$ cat src/hw/rtl/att_pkg.sv
// Shared types, token kind codes and mnemonic table for the assembly text tokenizer.
package att_pkg;

  typedef struct packed {
    logic [7:0] ch;
    logic       end_of_text;
  } char_item_t;

  typedef struct packed {
    logic [4:0]  token_kind;
    logic [15:0] start_offset;
    logic [15:0] token_length;
    logic        hex_error;
    logic        last_of_item;
  } tok_item_t;

  localparam logic [4:0] KIND_LABEL   = 5'd0;
  localparam logic [4:0] KIND_DEC     = 5'd1;
  localparam logic [4:0] KIND_HEX     = 5'd2;
  localparam logic [4:0] KIND_MNEM0   = 5'd3;
  localparam logic [4:0] KIND_COMMA   = 5'd18;
  localparam logic [4:0] KIND_UNKNOWN = 5'd19;
  localparam logic [4:0] KIND_END     = 5'd20;

  localparam int KW_TABLE = 15;

  // right-justified text, first character in the highest used byte
  localparam logic [63:0] KW_TEXT [KW_TABLE] = '{
    64'("jns"), 64'("load"), 64'("store"), 64'("add"), 64'("subt"),
    64'("input"), 64'("output"), 64'("halt"), 64'("skipcond"), 64'("jump"),
    64'("clear"), 64'("addi"), 64'("jumpi"), 64'("loadi"), 64'("storei")
  };

  localparam logic [3:0] KW_LEN [KW_TABLE] = '{
    4'd3, 4'd4, 4'd5, 4'd3, 4'd4, 4'd5, 4'd6, 4'd4,
    4'd8, 4'd4, 4'd5, 4'd4, 4'd5, 4'd5, 4'd6
  };

  // character k of mnemonic i, meaningful only for k below its length
  function automatic logic [7:0] kw_char(input int i, input logic [2:0] k);
    logic [3:0]  sh;
    logic [63:0] w;
    sh = KW_LEN[i] - 4'd1 - {1'b0, k};
    w  = KW_TEXT[i] >> {sh, 3'b000};
    return w[7:0];
  endfunction

endpackage

$ cat src/hw/rtl/assembly_text_tokenizer.sv
// Streaming assembly tokenizer: character scanner, keyword matchers and token queue.
//
// Usage:
//   Characters enter on the char channel (char_valid / char_stall / char_item),
//   one per item. Tokens leave on the tok channel (tok_valid / tok_stall /
//   tok_item), one per item, with last_of_item set on the final token that an
//   input character caused. A character yields zero, one or two tokens.
//   A token is written into the token queue when the character that emits it
//   is taken. The scanner and all fifteen keyword comparators are combinational,
//   so one character is accepted per cycle while char_stall is low; the rate is
//   set by the four-entry token queue, which drains one token per cycle while
//   tok_stall is low. A character that yields two tokens takes two output slots.
//   char_stall rises while the queue holds three or more tokens, so a
//   character that yields two tokens always has room.
//   When the receiver stalls, the head token holds steady on tok_item and
//   the queue fills until char_stall rises.
//   Reset (rst, synchronous) empties the queue and returns the scanner to
//   idle at offset zero. An end-of-text token does the same for the scanner.
module assembly_text_tokenizer #(
  parameter int POSITION_BITS = 16,
  parameter int KEYWORD_COUNT = 15
) (
  input  logic               clk,
  input  logic               rst,
  input  logic               char_valid,
  output logic               char_stall,
  input  att_pkg::char_item_t char_item,
  output logic               tok_valid,
  input  logic               tok_stall,
  output att_pkg::tok_item_t  tok_item
);
  import att_pkg::*;

  localparam int PW     = POSITION_BITS;
  localparam int KW     = (KEYWORD_COUNT < KW_TABLE) ? KEYWORD_COUNT : KW_TABLE;
  localparam int QDEPTH = 4;
  localparam int QAW    = $clog2(QDEPTH);
  localparam int QCW    = QAW + 1;
  localparam logic [PW-1:0] POS_MAX = '1;

  localparam logic [2:0] MODE_IDLE      = 3'd0;
  localparam logic [2:0] MODE_COMMENT   = 3'd1;
  localparam logic [2:0] MODE_WORD      = 3'd2;
  localparam logic [2:0] MODE_NUMBER    = 3'd3;
  localparam logic [2:0] MODE_ZERO      = 3'd4;
  localparam logic [2:0] MODE_HEXPREFIX = 3'd5;

  logic [2:0]    mode, mode_next;
  logic [PW-1:0] position;
  logic [PW-1:0] token_start, token_start_next;
  logic [15:0]   run_length, run_length_next;
  logic [KW-1:0] alive, alive_next;
  logic          hex_pending, hex_pending_next;

  tok_item_t       queue [QDEPTH];
  logic [QAW-1:0]  head, tail;
  logic [QCW-1:0]  count;

  logic [7:0] c;
  logic       eot, isend, relex, finished;
  logic       p1_emit, p2_emit;
  tok_item_t  p1_tok, p2_tok, tok_a, tok_b;
  logic [1:0] n_tok, n_push;
  logic       accept, pop;

  function automatic logic [PW-1:0] pos_inc(input logic [PW-1:0] v);
    return (v == POS_MAX) ? v : v + PW'(1);
  endfunction

  function automatic logic [15:0] sat_off(input logic [PW-1:0] v);
    logic [PW+15:0] w;
    w = {16'd0, v};
    return (w > (PW+16)'(16'hFFFF)) ? 16'hFFFF : w[15:0];
  endfunction

  function automatic logic is_digit(input logic [7:0] x);
    return (x >= "0") && (x <= "9");
  endfunction

  function automatic logic is_letter(input logic [7:0] x);
    return ((x >= "a") && (x <= "z")) || ((x >= "A") && (x <= "Z"));
  endfunction

  function automatic logic is_space(input logic [7:0] x);
    return (x == 8'h0A) || (x == 8'h0D) || (x == 8'h09) || (x == " ");
  endfunction

  function automatic logic [KW-1:0] track(input logic [KW-1:0] a, input logic [15:0] k,
                                          input logic [7:0] x);
    logic [KW-1:0] r;
    logic [7:0]    lc;
    lc = ((x >= "A") && (x <= "Z")) ? x + 8'd32 : x;
    for (int i = 0; i < KW; i++) begin
      r[i] = a[i] && (k < {12'd0, KW_LEN[i]}) && (lc == kw_char(i, k[2:0]));
    end
    return r;
  endfunction

  function automatic logic [4:0] word_kind(input logic [KW-1:0] a, input logic [15:0] len);
    logic [4:0] kind;
    kind = KIND_LABEL;
    for (int i = KW - 1; i >= 0; i--) begin
      if (a[i] && (len == {12'd0, KW_LEN[i]})) begin
        kind = KIND_MNEM0 + 5'(i);
      end
    end
    return kind;
  endfunction

  function automatic tok_item_t make_tok(input logic [4:0] kind, input logic [PW-1:0] start,
                                         input logic [15:0] len, input logic err);
    tok_item_t t;
    t.token_kind   = kind;
    t.start_offset = sat_off(start);
    t.token_length = len;
    t.hex_error    = err;
    t.last_of_item = 1'b0;
    return t;
  endfunction

  always_comb begin
    c                = char_item.ch;
    eot              = char_item.end_of_text;
    isend            = eot || (c == 8'd0);
    mode_next        = mode;
    token_start_next = token_start;
    run_length_next  = run_length;
    alive_next       = alive;
    hex_pending_next = hex_pending;
    relex            = 1'b0;
    finished         = 1'b0;
    p1_emit          = 1'b0;
    p2_emit          = 1'b0;
    p1_tok           = '0;
    p2_tok           = '0;

    unique case (mode)
      MODE_COMMENT: begin
        if (isend) begin
          relex = 1'b1;
        end else if (c == 8'h0A) begin
          mode_next = MODE_IDLE;
        end
      end
      MODE_WORD: begin
        if (!isend && (is_letter(c) || is_digit(c))) begin
          alive_next = track(alive, run_length, c);
          if (run_length != 16'hFFFF) run_length_next = run_length + 16'd1;
        end else begin
          p1_emit   = 1'b1;
          p1_tok    = make_tok(word_kind(alive, run_length), token_start, run_length, 1'b0);
          mode_next = MODE_IDLE;
          relex     = 1'b1;
        end
      end
      MODE_ZERO, MODE_NUMBER: begin
        if (mode == MODE_ZERO && !isend && (c == "x" || c == "X")) begin
          mode_next = MODE_HEXPREFIX;
        end else if (!isend && is_digit(c)) begin
          mode_next = MODE_NUMBER;
          if (run_length != 16'hFFFF) run_length_next = run_length + 16'd1;
        end else begin
          p1_emit   = 1'b1;
          p1_tok    = make_tok(hex_pending ? KIND_HEX : KIND_DEC, token_start, run_length,
                               1'b0);
          mode_next = MODE_IDLE;
          relex     = 1'b1;
        end
      end
      MODE_HEXPREFIX: begin
        if (!isend && is_digit(c)) begin
          mode_next        = MODE_NUMBER;
          hex_pending_next = 1'b1;
          token_start_next = position;
          run_length_next  = 16'd1;
        end else if (eot) begin
          p1_emit = 1'b1;
          p1_tok  = make_tok(KIND_HEX, (position != '0) ? position - PW'(1) : '0, 16'd1, 1'b1);
          relex   = 1'b1;
        end else begin
          p1_emit   = 1'b1;
          p1_tok    = make_tok(KIND_HEX, position, 16'd1, 1'b1);
          mode_next = MODE_IDLE;
          relex     = (c == 8'd0);
        end
      end
      default: begin
        relex = 1'b1;
      end
    endcase

    if (relex) begin
      priority if (isend) begin
        p2_emit  = 1'b1;
        p2_tok   = make_tok(KIND_END, eot ? position : pos_inc(position), 16'd0, 1'b0);
        finished = 1'b1;
      end else if (is_space(c)) begin
        mode_next = MODE_IDLE;
      end else if (c == ";") begin
        mode_next = MODE_COMMENT;
      end else if (is_letter(c)) begin
        mode_next        = MODE_WORD;
        token_start_next = position;
        alive_next       = track('1, 16'd0, c);
        run_length_next  = 16'd1;
      end else if (is_digit(c)) begin
        mode_next        = (c == "0") ? MODE_ZERO : MODE_NUMBER;
        hex_pending_next = 1'b0;
        token_start_next = position;
        run_length_next  = 16'd1;
      end else if (c == "," || c == ":") begin
        p2_emit   = 1'b1;
        p2_tok    = make_tok(KIND_COMMA, position, 16'd1, 1'b0);
        mode_next = MODE_IDLE;
      end else begin
        p2_emit   = 1'b1;
        p2_tok    = make_tok(KIND_UNKNOWN, position, 16'd1, 1'b0);
        mode_next = MODE_IDLE;
      end
    end

    n_tok              = {1'b0, p1_emit} + {1'b0, p2_emit};
    tok_a              = p1_emit ? p1_tok : p2_tok;
    tok_a.last_of_item = !(p1_emit && p2_emit);
    tok_b              = p2_tok;
    tok_b.last_of_item = 1'b1;
  end

  assign char_stall = (count >= QCW'(QDEPTH - 1));
  assign tok_valid  = (count != '0);
  assign tok_item   = queue[head];
  assign accept     = char_valid && !char_stall;
  assign pop        = tok_valid && !tok_stall;
  assign n_push     = accept ? n_tok : 2'd0;

  always_ff @(posedge clk) begin
    if (rst) begin
      mode        <= MODE_IDLE;
      position    <= '0;
      token_start <= '0;
      run_length  <= '0;
      alive       <= '1;
      hex_pending <= 1'b0;
      head        <= '0;
      tail        <= '0;
      count       <= '0;
    end else begin
      if (accept) begin
        if (finished) begin
          mode        <= MODE_IDLE;
          position    <= '0;
          token_start <= '0;
          run_length  <= '0;
          alive       <= '1;
          hex_pending <= 1'b0;
        end else begin
          mode        <= mode_next;
          position    <= pos_inc(position);
          token_start <= token_start_next;
          run_length  <= run_length_next;
          alive       <= alive_next;
          hex_pending <= hex_pending_next;
        end
      end
      head  <= head + QAW'(pop);
      tail  <= tail + QAW'(n_push);
      count <= count + QCW'(n_push) - QCW'(pop);
    end
  end

  always_ff @(posedge clk) begin
    if (n_push != 2'd0) begin
      queue[tail] <= tok_a;
    end
    if (n_push == 2'd2) begin
      queue[tail + QAW'(1)] <= tok_b;
    end
  end

endmodule

$ cat config.mk
export PLATFORM = sky130hd
export DESIGN_NAME = assembly_text_tokenizer
export DESIGN_NICKNAME = d
export VERILOG_FILES = /design/src/hw/rtl/att_pkg.sv /design/src/hw/rtl/assembly_text_tokenizer.sv
export SDC_FILE = /design/constraint.sdc
export NUM_CORES = 1
export LEC_CHECK = 0
export ABC_CLOCK_PERIOD_IN_PS = 11250
export BUFFER_PORTS_ARGS = -buffer_cell sky130_fd_sc_hd__buf_2
export CORE_ASPECT_RATIO = 1.5
export CORE_MARGIN = 1
export CORE_UTILIZATION = 67
export DETAILED_ROUTE_END_ITERATION = 8
export HOLD_SLACK_MARGIN = 0.03
export PLACE_DENSITY_LB_ADDON = 0.15
export SYNTH_ARGS = -nofsm -noshare
export SYNTH_HDL_FRONTEND = slang
export SYNTH_SLANG_ARGS = --single-unit
$ cat constraint.sdc
create_clock -name clk -period 11.25 [get_ports clk]
set_clock_uncertainty 0.1 [all_clocks]
set_input_delay 0.5625 -clock clk [delete_from_list [all_inputs] [get_ports clk]]
set_output_delay 0.5625 -clock clk [all_outputs]
set_load 0.005 [all_outputs]
After elaboration in Yosys (flattened, before gate mapping)
Memories as Yosys holds them, arrays and structs flattened. A register that Yosys moved wholly into a read port is not among the register bits.
Cells that the tools add are included.
{"block": "totals", "ff_bits": 74, "mem_bits_rw": 156, "input_bits": 13, "output_inout_bits": 41, "word_cells": 281, "memories": 1}
{"name": "queue", "words": 4, "width": 39, "read_ports": 1, "rd_clocked_by_memory_dff": 1, "wr": 2, "line_no": "assembly_text_tokenizer.sv:55", "text": "tok_item_t queue [QDEPTH];"}
{"block": "classes", "n_addsub": 15, "magnitude_cmp": 12, "eq_ne": 46, "shift": 15, "n_mux": 111, "reduce_logical": 72}
{"cell": "two-way mux 16 bit", "n": 25}
{"cell": "two-way mux 39 bit", "n": 8}
{"cell": ">> shifter 39 x 7 -> 8 bit, first input constant", "n": 5}
{"cell": ">> shifter 31 x 7 -> 8 bit, first input constant", "n": 5}
{"cell": "== test 8 bit", "n": 15}
{"cell": "two-way mux 15 bit", "n": 8}
{"cell": "case mux 39 bit (3 select lines)", "n": 1}
{"cell": "two-way mux 36 bit", "n": 3}
{"cell": ">> shifter 47 x 7 -> 8 bit, first input constant", "n": 2}
{"cell": "== test 8 x 7 -> 1 bit, second input constant", "n": 10}
{"cell": "two-way mux 5 bit", "n": 15}
{"cell": ">> shifter 63 x 7 -> 8 bit, first input constant", "n": 1}
{"cell": "logical AND 1 bit", "n": 55}
{"cell": "== test 16 x 3 -> 1 bit, second input constant", "n": 3}
{"cell": "less-than comparator 16 x 3 -> 1 bit, second input constant", "n": 3}
{"cell": "case mux 16 bit (3 select lines)", "n": 1}
{"cell": ">> shifter 23 x 7 -> 8 bit, first input constant", "n": 2}
{"cell": "two-way mux 3 bit", "n": 14}
{"cell": "== test 8 x 6 -> 1 bit, second input constant", "n": 5}
{"cell": "two-way mux 35 bit", "n": 1}
{"cell": "two-way mux 34 bit", "n": 1}
{"cell": "adder 16 x 1 -> 16 bit, second input constant", "n": 2}
{"cell": "two-way mux 1 bit", "n": 26}
{"cell": "== test 8 x 4 -> 1 bit, second input constant", "n": 3}
{"cell": "other kinds (37)", "n": 57}

Longest topological paths before layout
{"block": "logic_depth", "ltp_word": 20, "ltp_mapped": 20}

Worst setup path before layout
OpenSTA, ideal clock, no wires.
{"block": "synth_timing", "path_type": "input -> register", "start": "input port char_item[7] (netlist name)", "end": "memory queue[1][18] (netlist name) (enable)", "arrival_time_ns": 4.567, "setup_slack_ns": 6.205, "path_stages": 15, "n_path_buf": 3, "cell_sequence": "clkbuf_1 inv_1 ha_1 or4b_4 o32ai_1 a21o_1 o211ai_1 or2_2 clkbuf_1 a31oi_1 inv_1 ha_1 or4_1 clkbuf_1 nand2_1"}
{"item": "start, declared", "line_no": "assembly_text_tokenizer.sv:27", "text": "input att_pkg::char_item_t char_item,"}
{"item": "end, declared", "line_no": "assembly_text_tokenizer.sv:55"}

==> results.toml <==
[run_status]
status = "finished clean"

[placed_design]
port_buffers = 53
dp_hpwl_um = 31400
place.gp.congestion = 0.987

[worst_setup_path]
r2r_slack_ns = 5.29
worst_path_max_delay_cell = "or3_2"
critPathMaxStageDelay_ns = 0.88
end_kind = "flop"
worstReg2RegEnd = "queue[0][30]$_DFFE_PP_"
reg2regPathDepth = 11
arrival_ns = 6.00
r2r_start = "mode[2]$_SDFFE_PP0P_"
cp.buffers_inverters = 2
path_depth = 12
worstPathRequired_ns = 11.16
cp-startpoint = "char_item[1]"
cp_top_family = "simple AND/OR/NAND/NOR gates"
critical_path_class = "in2reg"
crit_path_start_kind = "input pin"
crit_fanout = 53
path_cells = "buf_2 -> or4b_4 -> o32ai_1 -> a21o_1 -> o211ai_1 -> or2_2 -> a31oi_1 -> inv_1 -> ha_1 -> o21ai_1 -> or3_2 -> nand2_1"
crit_path_end = "queue[0][30]$_DFFE_PP_"

[drt]
first_iter_violations = 1907
ant_nets = 0
drc = 0
viasPerCell = 7.30
num_vias = 13506
first_pass_iters = 6
routed_wl_um = 44900
avgRoutedWirePerCell_um = 24.3

[timing]
setup_tns_ns = 0
setup_viol = 0
slew_headroom = 0.129
maxSlewViolCount = 0
fin_crit_ns = 6.08
hold_violations = 0
worst_slew_pin_slew_ns = 1.30
hold_slack_ns = 0.366
clock.fmax_ghz = 0.164
rsz0062_at_grt = "false"
fin_crit_sh = 0.541

[flow_run]
max_cap_viol_count = 0

[yosys]
synthTopCellsByCount = "164 x o21ai_0, 149 x nand2_1, 146 x dfxtp_1"
synth_area_per_cell_um2 = 8.70
netlist.area_leader.share = 0.207
synth_cells = 1620
ys.warnings.count = 0
synth_nets = 1663
ys_types = 82
ys_top_cells_by_area = "dfxtp_1 21%, edfxtp_1 18%, mux4_2 6.2%"
synth-seq-area-share = 0.386
yosysMostFrequentCell = "o21ai_0"
synth_edf_count = 84
synth_ff_type = "dfxtp_1"
ys_seq_elements = 230
synth_top_area_cell = "dfxtp_1"
async_reset_ff_frac = 0
netlist_area_mm2 = 0.0141

[global_routing]
grt_overflow_total = 0
grt_start_max_net_pins = 54
grt_first_pass_wirelength_um = 70500
grt_pass1_vias = 12577
track_usage = 0.414
antenna_found_initial = 0

[finish]
nNetsFinal = 1613
area_growth_syn_to_layout_pct = 6.51
final_util = 0.732
drive_gt1_frac = 0.110
antenna_cells = 0

[pwr]
power.density_mw_per_mm2 = 159
peakVddDrop_mv = 0.110
leakage_nw = 5.24
power_mw = 2.39

[clock_tree]
cts_setup_buffers = 0
cts_resized = 0
cts_buffer_depth = 3
htreeDepth = 1
clk_pin_slew_ns = 0.07
cts_tree = "built"
clock_sinks = 230
clkLatencyLatePin_ns = 0.51
cts_made_buffers = 22
cts_root_buf = "clkbuf_16"
cts_hold_buffers = 0

[floorplanning]
die_w_um = 120
start_util = 0.687
io_pins = 54
std_cell_rows = 64
core-area_mm2 = 0.0205
die_h_um = 180
die_area_mm2 = 0.0216

[hold_path]
hp-class = "reg2reg"
[area by class of cell]
| type | instances | area [um2] |
|---|---|---|
| flip-flops and latches | 230 | 5450 |
| clock inverters | 9 | 86.3 |
| repair buffers | 67 | 370 |
| multi-input cells | 1217 | 7990 |
| fillers | 1590 | 5490 |
| inverters | 32 | 120 |
| well taps | 264 | 330 |
| clock buffers | 31 | 667 |
[sequential cells by signal (all words and copies together) (netlist names)]
signal,flops
queue,156
position,16
run_length,16
token_start,16
alive,15
count,3
mode,3
head,2
tail,2
hex_pending,1
[tightest hold or removal path: stages, from the launching register on]
cell and delay, ns:
dfxtp_1 0.31, nand2_1 0.06, o21bai_1 0.06
[per-layer routing]
metal	vias up	track usage	wire, um
li1	6025	-	-
met1	6428	0.520	16400
met2	882	0.686	21900
met3	171	0.0612	4130
met4	0	0.215	2540
met5	-	0	0
[where the power goes]
| group | switching (mW) | internal, mW | total, mW |
|---|---|---|---|
| Sequential | 0.0419 | 0.939 | 0.981 |
| Combinational | 0.420 | 0.220 | 0.640 |
| Clock | 0.330 | 0.440 | 0.770 |
[metrics by stage]
| step | instance area (um2) | std cells | setup slack [ns] |
|---|---|---|---|
| global route | 15000 | 1850 | 4.81 |
| detailed placement | 14300 | 1810 | 4.85 |
| finish | 15000 | 1850 | 5.17 |
| floorplan | 14100 | 1620 | 6.20 |
| global placement | 14300 | 1810 | 5.11 |
| CTS | 15000 | 1850 | 5.35 |
[how the worst min path moves through the flow]
stage                                      start                           end  slack, ns  cells past startpoint
floorplan                 alive[14]$_SDFFE_PP1P_        alive[14]$_SDFFE_PP1P_       0.33                      2
global placement          alive[14]$_SDFFE_PP1P_        alive[14]$_SDFFE_PP1P_       0.34                      2
detailed placement  token_start[13]$_SDFFE_PP0P_  token_start[13]$_SDFFE_PP0P_       0.35                      1
CTS                       alive[14]$_SDFFE_PP1P_        alive[14]$_SDFFE_PP1P_       0.37                      2
global route            queue[2][6]$_SDFFE_PP0P_      queue[2][6]$_SDFFE_PP0P_       0.39                      2
finish                    alive[14]$_SDFFE_PP1P_        alive[14]$_SDFFE_PP1P_       0.37                      2
[cell families (layout without fill, tap and decap cells)]
family | Yosys count | count (layout) | share of synthesized area
AND/OR/NAND/NOR | 581 | 581 | 0.204
AO/OA/AOI/OAI | 510 | 510 | 0.236
flip-flops | 230 | 230 | 0.386
buffers and inverters | 173 | 139 | 0.0476
XOR/XNOR | 49 | 49 | 0.0305
multiplexers | 47 | 47 | 0.0681
adder cells (fa/ha/maj) | 30 | 30 | 0.0272
[cell usage in the layout (no fill, tap or decap), types with 14 or more instances in the layout]
master,netlist,layout
xor2_1,21,21
nor3_1,47,47
buf_2,11,53
mux4_2,39,39
nor2_1,97,96
a21oi_1,85,85
inv_1,31,31
nand2b_1,20,20
nor4_1,23,23
a31oi_1,20,20
nand2_1,149,149
a22oi_1,14,14
dfxtp_1,146,144
o21ai_0,164,164
a22o_1,33,33
nand3_1,122,122
o22ai_1,58,58
buf_4,0,14
nand4_1,16,16
ha_1,29,29
nor2b_1,18,18
and3_1,17,17
xnor2_1,28,28
edfxtp_1,84,84
clkbuf_16,0,24
No activity file was read; power rests on OpenSTA's default activity.
